**src/route_longest_prefix_lookup_assert.svh**
```systemverilog
// ----------------------------------------------------------------------------
// Assertion macros for the route lookup block.
// Every use is checked on the rising edge of i_clk and is off while reset is
// held.
// ----------------------------------------------------------------------------
`ifndef ROUTE_LONGEST_PREFIX_LOOKUP_ASSERT_SVH
`define ROUTE_LONGEST_PREFIX_LOOKUP_ASSERT_SVH

// The property must hold at every clock edge outside reset.
`define RLPM_ASSERT(label, prop, msg) \
    label: assert property (@(posedge i_clk) disable iff (!i_rst_n) prop) \
        else $error(msg);

// The expression must never be true at a clock edge outside reset.
`define RLPM_ASSERT_NEVER(label, expr, msg) \
    label: assert property (@(posedge i_clk) disable iff (!i_rst_n) !(expr)) \
        else $error(msg);

`endif

```
**src/rlpm_pkg.sv**
```systemverilog
// ----------------------------------------------------------------------------
// rlpm_pkg
// Types and constants shared by the longest prefix match route lookup.
// ----------------------------------------------------------------------------
package rlpm_pkg;

    localparam int TABLE_DEPTH = 1024;
    localparam int NUM_PORTS   = 16;
    localparam int ADDR_W      = $clog2(TABLE_DEPTH);
    localparam int COUNT_W     = 11;
    localparam int INDEX_W     = 10;
    localparam int PORT_W      = $clog2(NUM_PORTS);
    localparam int TTL_W       = 8;
    localparam int QUEUE_DEPTH = 4;
    localparam int QPTR_W      = $clog2(QUEUE_DEPTH);

    localparam logic CMD_WRITE  = 1'b0;
    localparam logic CMD_LOOKUP = 1'b1;

    typedef enum logic [1:0] {
        ST_FORWARD = 2'd0,
        ST_EXPIRED = 2'd1,
        ST_NOROUTE = 2'd2,
        ST_WRITTEN = 2'd3
    } t_status;

    typedef enum logic [1:0] {
        OP_WRITE   = 2'd0,
        OP_EXPIRED = 2'd1,
        OP_LOOKUP  = 2'd2
    } t_op;

    typedef struct packed {
        logic               cmd;
        logic [INDEX_W-1:0] entry_index;
        logic [31:0]        route_prefix_in;
        logic [31:0]        route_mask_in;
        logic [31:0]        next_hop_in;
        logic [PORT_W-1:0]  port_in;
        logic [31:0]        dest_addr;
        logic [TTL_W-1:0]   ttl_in;
    } t_item;

    typedef struct packed {
        logic [1:0]        status;
        logic [31:0]       next_hop_out;
        logic [PORT_W-1:0] port_out;
        logic [TTL_W-1:0]  ttl_out;
    } t_result;

    typedef struct packed {
        logic [31:0]       prefix;
        logic [31:0]       mask;
        logic [31:0]       hop;
        logic [PORT_W-1:0] port;
    } t_route;

    // One classified item as it waits between the front and the back.
    typedef struct packed {
        t_op                op;
        logic [INDEX_W-1:0] index;
        t_route             route;
        logic [31:0]        dest;
        logic [TTL_W-1:0]   ttl;
    } t_job;

endpackage

```
**src/rlpm_front.sv**
```systemverilog
// ----------------------------------------------------------------------------
// rlpm_front
// Accepts input beats, classifies each as a table write, an expired TTL or a
// lookup, and holds the classified jobs in a short queue for the back end.
// ----------------------------------------------------------------------------
module rlpm_front (
    input  logic            i_clk,
    input  logic            i_rst_n,
    input  logic            push,
    output logic            full,
    input  rlpm_pkg::t_item i_item,
    output logic            o_job_valid,
    output rlpm_pkg::t_job  o_job,
    input  logic            i_job_pop
);

    rlpm_pkg::t_job                r_queue [rlpm_pkg::QUEUE_DEPTH];
    logic [rlpm_pkg::QPTR_W-1:0]   r_wr_ptr;
    logic [rlpm_pkg::QPTR_W-1:0]   r_rd_ptr;
    logic [rlpm_pkg::QPTR_W:0]     r_count;
    rlpm_pkg::t_job                n_job;
    logic                          do_push;
    logic                          do_pop;

    always_comb begin
        n_job.index       = i_item.entry_index;
        n_job.route.prefix = i_item.route_prefix_in;
        n_job.route.mask   = i_item.route_mask_in;
        n_job.route.hop    = i_item.next_hop_in;
        n_job.route.port   = i_item.port_in;
        n_job.dest        = i_item.dest_addr;
        n_job.ttl         = i_item.ttl_in;
        if (i_item.cmd == rlpm_pkg::CMD_WRITE) begin
            n_job.op = rlpm_pkg::OP_WRITE;
        end else if (i_item.ttl_in <= rlpm_pkg::TTL_W'(1)) begin
            n_job.op = rlpm_pkg::OP_EXPIRED;
        end else begin
            n_job.op = rlpm_pkg::OP_LOOKUP;
        end
    end

    assign full        = (r_count == (rlpm_pkg::QPTR_W+1)'(rlpm_pkg::QUEUE_DEPTH));
    assign o_job_valid = (r_count != '0);
    assign o_job       = r_queue[r_rd_ptr];
    assign do_push     = push && !full;
    assign do_pop      = i_job_pop && o_job_valid;

    always_ff @(posedge i_clk) begin
        if (do_push) begin
            r_queue[r_wr_ptr] <= n_job;
        end
    end

    always_ff @(posedge i_clk) begin
        if (!i_rst_n) begin
            r_wr_ptr <= '0;
            r_rd_ptr <= '0;
            r_count  <= '0;
        end else begin
            if (do_push) begin
                r_wr_ptr <= r_wr_ptr + 1'b1;
            end
            if (do_pop) begin
                r_rd_ptr <= r_rd_ptr + 1'b1;
            end
            case ({do_push, do_pop})
                2'b10:   r_count <= r_count + 1'b1;
                2'b01:   r_count <= r_count - 1'b1;
                default: r_count <= r_count;
            endcase
        end
    end

endmodule

```
**config.mk**
```make
export PLATFORM = sky130hd
export DESIGN_NAME = rlpm_front
export DESIGN_NICKNAME = d
export VERILOG_FILES = /design/src/route_longest_prefix_lookup_assert.svh /design/src/rlpm_pkg.sv /design/src/rlpm_front.sv
export SDC_FILE = /design/constraint.sdc
export NUM_CORES = 1
export LEC_CHECK = 0
export BUFFER_PORTS_ARGS = -buffer_cell sky130_fd_sc_hd__clkbuf_2
export CAP_MARGIN = 0
export CORE_ASPECT_RATIO = 1.2
export CORE_UTILIZATION = 45
export DETAILED_ROUTE_END_ITERATION = 7
export GPL_TIMING_DRIVEN = 0
export PLACE_DENSITY = 0.66
export SYNTH_ARGS = -nofsm -noshare
export SYNTH_HDL_FRONTEND = slang
export SYNTH_SLANG_ARGS = --single-unit
```
**constraint.sdc**
```tcl
create_clock -name i_clk -period 4.9 [get_ports i_clk]
set_input_delay 0.49 -clock i_clk [delete_from_list [all_inputs] [get_ports i_clk]]
set_output_delay 0.49 -clock i_clk [all_outputs]
set_load 0.1 [all_outputs]
```
Word-level counts from Yosys, hierarchy flattened
Memories as Yosys holds them, arrays and structs flattened. A register that Yosys moved wholly into a read port is not among the register bits.
Index checks and enable logic that the tools add are counted.

storage, ports and cells
  flip-flop bits (word level) = 7
  RAM bits = 608
  output and inout port bits = 154
  logic and storage cells = 24
  memories kept = 1

operators by class
  add/subtract/negate cells = 4
  $lt $le $gt $ge = 1
  equality and inequality tests = 3
  multiplexer cells = 7
  reductions and logical operators = 5

memories
  name     depth  bits a word  read ports  clocked after Yosys merged registers in  wr ports  RTL line          source
  r_queue  4      152          1           1                                        1         rlpm_front.sv:17  rlpm_pkg::t_job r_queue [rlpm_pkg::QUEUE_DEPTH];

operators with widths
  kind                   count
  $le A8 B1 Y1 const B   1
  $mux W2                4
  $pmux W3 S2            1
  $add A2 B1 Y2 const B  2
  $add A3 B1 Y3 const B  1
  $eq A3 B3 Y1 const B   1
  $reduce_bool A3 Y1     1
  $sub A3 B1 Y3 const B  1
  $eq A2 B1 Y1 const B   1
  $eq A2 B2 Y1 const B   1
  $logic_and A1 B1 Y1    2
  $mux W1                2
  $reduce_bool A2 Y1     1
  $logic_not A1 Y1       1

Longest topological paths before layout
  word-level depth = 5
  gate-level depth with buffers = 10
  depth with buffers taken out = 9

Worst setup path after synthesis
No wires, ideal clock.

  path kind = reg-to-reg
  from = register r_count[2] (netlist bit)
  to = memory r_queue[0][0] (netlist bit), enable pin
  data arrival time = 4,738 ps
  required time = 3,972 ps
  setup slack = -766 ps
  cell stages (with the launch flop) = 5
  path through = dfxtp_1 nor3b_1 nor2b_1 clkbuf_1 and2_1

between the ends
  longest elaborated chain between the ends = 5

ends and longest elaborated chain
  what                           RTL line          source
  start, declared                rlpm_front.sv:20  logic [rlpm_pkg::QPTR_W:0] r_count;
  start signal, assigned         rlpm_front.sv:67  2'b10: r_count <= r_count + 1'b1;
  start signal, assigned         rlpm_front.sv:68  2'b01: r_count <= r_count - 1'b1;
  start signal, assigned         rlpm_front.sv:69  default: r_count <= r_count;
  $eq A3 B3 Y1                   rlpm_front.sv:42  assign full = (r_count == (rlpm_pkg::QPTR_W+1)'(rlpm_pkg::QUEUE_DEPTH));
  via full                       rlpm_front.sv:10  output logic full,
  $logic_not A1 Y1               rlpm_front.sv:45  assign do_push = push && !full;
  $logic_and A1 B1 Y1            rlpm_front.sv:45
  $mux W1                        rlpm_front.sv:49  if (do_push) begin
  $mux W1 (not written as such)  rlpm_front.sv:50  r_queue[r_wr_ptr] <= n_job;
  end, declared                  rlpm_front.sv:17

The timed path passes the listed nets, and every way through them passes these cells.

==> reports/qor.csv <==
metric,value,unit
critical path depth,5,
top-area cell type share of the netlist area,81.5,%
RSZ-0062 raised after global routing,false,
worst-margin pin slew,0.831,ns
dpl hpwl,26.2,mm
initial antenna violation count,2,
largest net degree at the start of global routing,55,
Clock transition at path regs,0.06,ns
fin crit period,3.21,ns
crit path DAT,2.72,ns
syn_nets,1011,
share of cells above drive strength 1,45.9,%
synthesized area per cell,26.4,µm²
fmax,0.312,GHz
DR pass1 iterations,4,
CP Max Fanout,10,
total gr overflow,0,
mapped cell area,22400,µm²
Hold Startpoint,i_item[9],
die area,50700,µm²
Hold Worst Slack,0.109,ns
Main synth FF type,edfxtp_1,
Async SR Flop Fraction,0,%
first-pass GRT wire length,62.9,mm
Area contributors post-synth,"edfxtp_1 81%, mux4_2 15%, dfxtp_1 0.80%",
CP Launch Type,flip-flop,
internal reg-to-reg setup slack,2.42,ns
total negative setup slack,0,ns
r2r worst-path depth,5,
via count of the routed design,10021,
# setup viols final,0,
CTS Sinks,617,
Post-synth EDFFs,608,
Wirelength per Cell,22.1,µm
Gate Count Post-Synth,850,
vias in the first global route,10563,
Worst Hold Class,in2reg,
final hold vios,0,
"slowest stage delay, CP",0.41,ns
critical path class,reg2out,
Buf/Inv on CP,4,
clock root buffer master,clkbuf_16,
Horiz. Die Dim,206,µm
net count reported at finish,1389,
Port Buf Inserts,307,
max cap viols,0,
cell taking the most area after synthesis,edfxtp_1,
Yosys reg bits,617,
synth cell count leaders,"608 x edfxtp_1, 152 x mux4_2, 17 x buf_2",
# DRC,0,
Final period util,65.4,%
sequential fraction of the synthesis area,82.3,%
Antenna Nets Post-Route,0,
Max Slew Vio Count,0,
synthesis-to-finish area growth,20.3,%
Setup Buffers After CTS,0,
clock latency on the worst-skew pair,0.59,ns
Post-Layout Inst Area,27000,µm²
Die Y,246,µm
Resize count post-CTS,0,
CTS tree,done,
GPL Wtd Cong,0.721,
Worst path top cell family by delay,buffers and inverters,
FF-to-FF Start,r_count[0],
Core Area,49200,µm²
vias per cell,5.25,
Final Skew,0.0171,ns
Slew HR,44.6,%
most common cell in the synthesized netlist,edfxtp_1,
"most used cell, CP",buf_2,
Worst Path Required,4.41,ns
Placed Area,25000,µm²
Yosys cell types,24,
critical-path cell list,"buf_2, buf_2, buf_2, mux4_2, clkbuf_2",
Bufs on Longest Clock Path,3,
Core Rows,89,
status,"finished, final reports clean",
Num CTS Buffers,58,
synth warn,0,
initial cell density of the core,45.5,%
GRT Util Overall,16.8,%
DR iter-0 viols,472,
CP Capture Type,primary output,
reg2reg end,r_queue[2][102],
number of hold buffers added after CTS,0,
CP endpoint,o_job[84],
diode count,0,
critical path's slowest cell,buf_2,
final wirelength,42.2,mm
htree depth,2,
I/O pin cnt,309,
-- final cells by class --
type                    instances  area (µm²)
fillers                      3757       22300
well taps                     637         797
flip-flops and latches        617       18400
multi-input cells             191        3740
clock inverters                24         290
plain buffers                  36         231
clock buffers                  81        1630
inverters                       6        22.5
repair buffers                318        1820
-- how the worst min path moves through the flow --
stage | to | slack [ns] | depth (start not counted)
3_3_place_gp | r_wr_ptr[0] | 0.48 | 2
6_report | r_queue[2][9] | 0.11 | 1
5_1_grt | r_queue[0][16] | 0.07 | 1
2_1_floorplan | r_wr_ptr[1] | 0.47 | 2
4_1_cts | r_queue[0][100] | 0.06 | 1
3_5_place_dp | r_wr_ptr[1] | 0.50 | 2
-- kinds of logic after synthesis --
logic type	synth area share, %
DFF	82.3
adders and majority gates	0.368
xor gates and xnor gates	0.156
buffers and inverters	1.13
muxes	15.4
AOI/OAI and AO/OA	0.190
and+or+nand+nor	0.530
-- cell usage in the layout, fill, tap and decap left out, types with 2 or more instances in the layout --
| cell | netlist | final |
|---|---|---|
| nand2_1 | 5 | 5 |
| inv_1 | 6 | 6 |
| mux4_2 | 152 | 152 |
| mux2i_1 | 2 | 2 |
| dfxtp_1 | 9 | 9 |
| buf_2 | 17 | 17 |
| ha_1 | 5 | 5 |
| clkinv_2 | 0 | 10 |
| and2_1 | 7 | 3 |
| clkbuf_8 | 0 | 3 |
| clkinv_1 | 0 | 6 |
| o21ai_0 | 2 | 2 |
| and2_4 | 0 | 4 |
| buf_6 | 10 | 10 |
| or3_1 | 2 | 2 |
| xnor2_1 | 3 | 3 |
| clkbuf_2 | 0 | 307 |
| edfxtp_1 | 608 | 608 |
| buf_12 | 0 | 3 |
| a21boi_0 | 2 | 2 |
| clkbuf_16 | 0 | 61 |
| clkbuf_1 | 9 | 26 |
| nor2b_1 | 3 | 3 |
| bufinv_16 | 0 | 7 |
| buf_16 | 0 | 8 |
-- registers in the layout (all words and copies together), names as in the netlist, named ones only --
| name | count |
|---|---|
| r_queue | 608 |
| r_count | 3 |
| r_rd_ptr | 2 |
| r_wr_ptr | 2 |
-- stage by stage --
| stage | setup slack, ns | util, % | std cells |
|---|---|---|---|
| detailed placement | 2.21 | 50.9 | 1805 |
| global route | 1.53 | 54.8 | 1910 |
| finish | 1.69 | 54.8 | 1910 |
| global placement | -0.106 | 50.3 | 1794 |
| floorplan | 1.42 | - | 850 |
| CTS | 1.55 | 54.8 | 1910 |
-- layer usage --
layer	share of wire [%]	track usage, %	up-vias
li1	-	-	4424
met1	40	21.4	5255
met2	51	28.0	285
met3	7.5	5.20	53
met4	1.5	4.27	4
met5	0.043	0	-
Power is not shown: default switching activity piles up to over one toggle a cycle in this logic, so the estimate is an artifact.
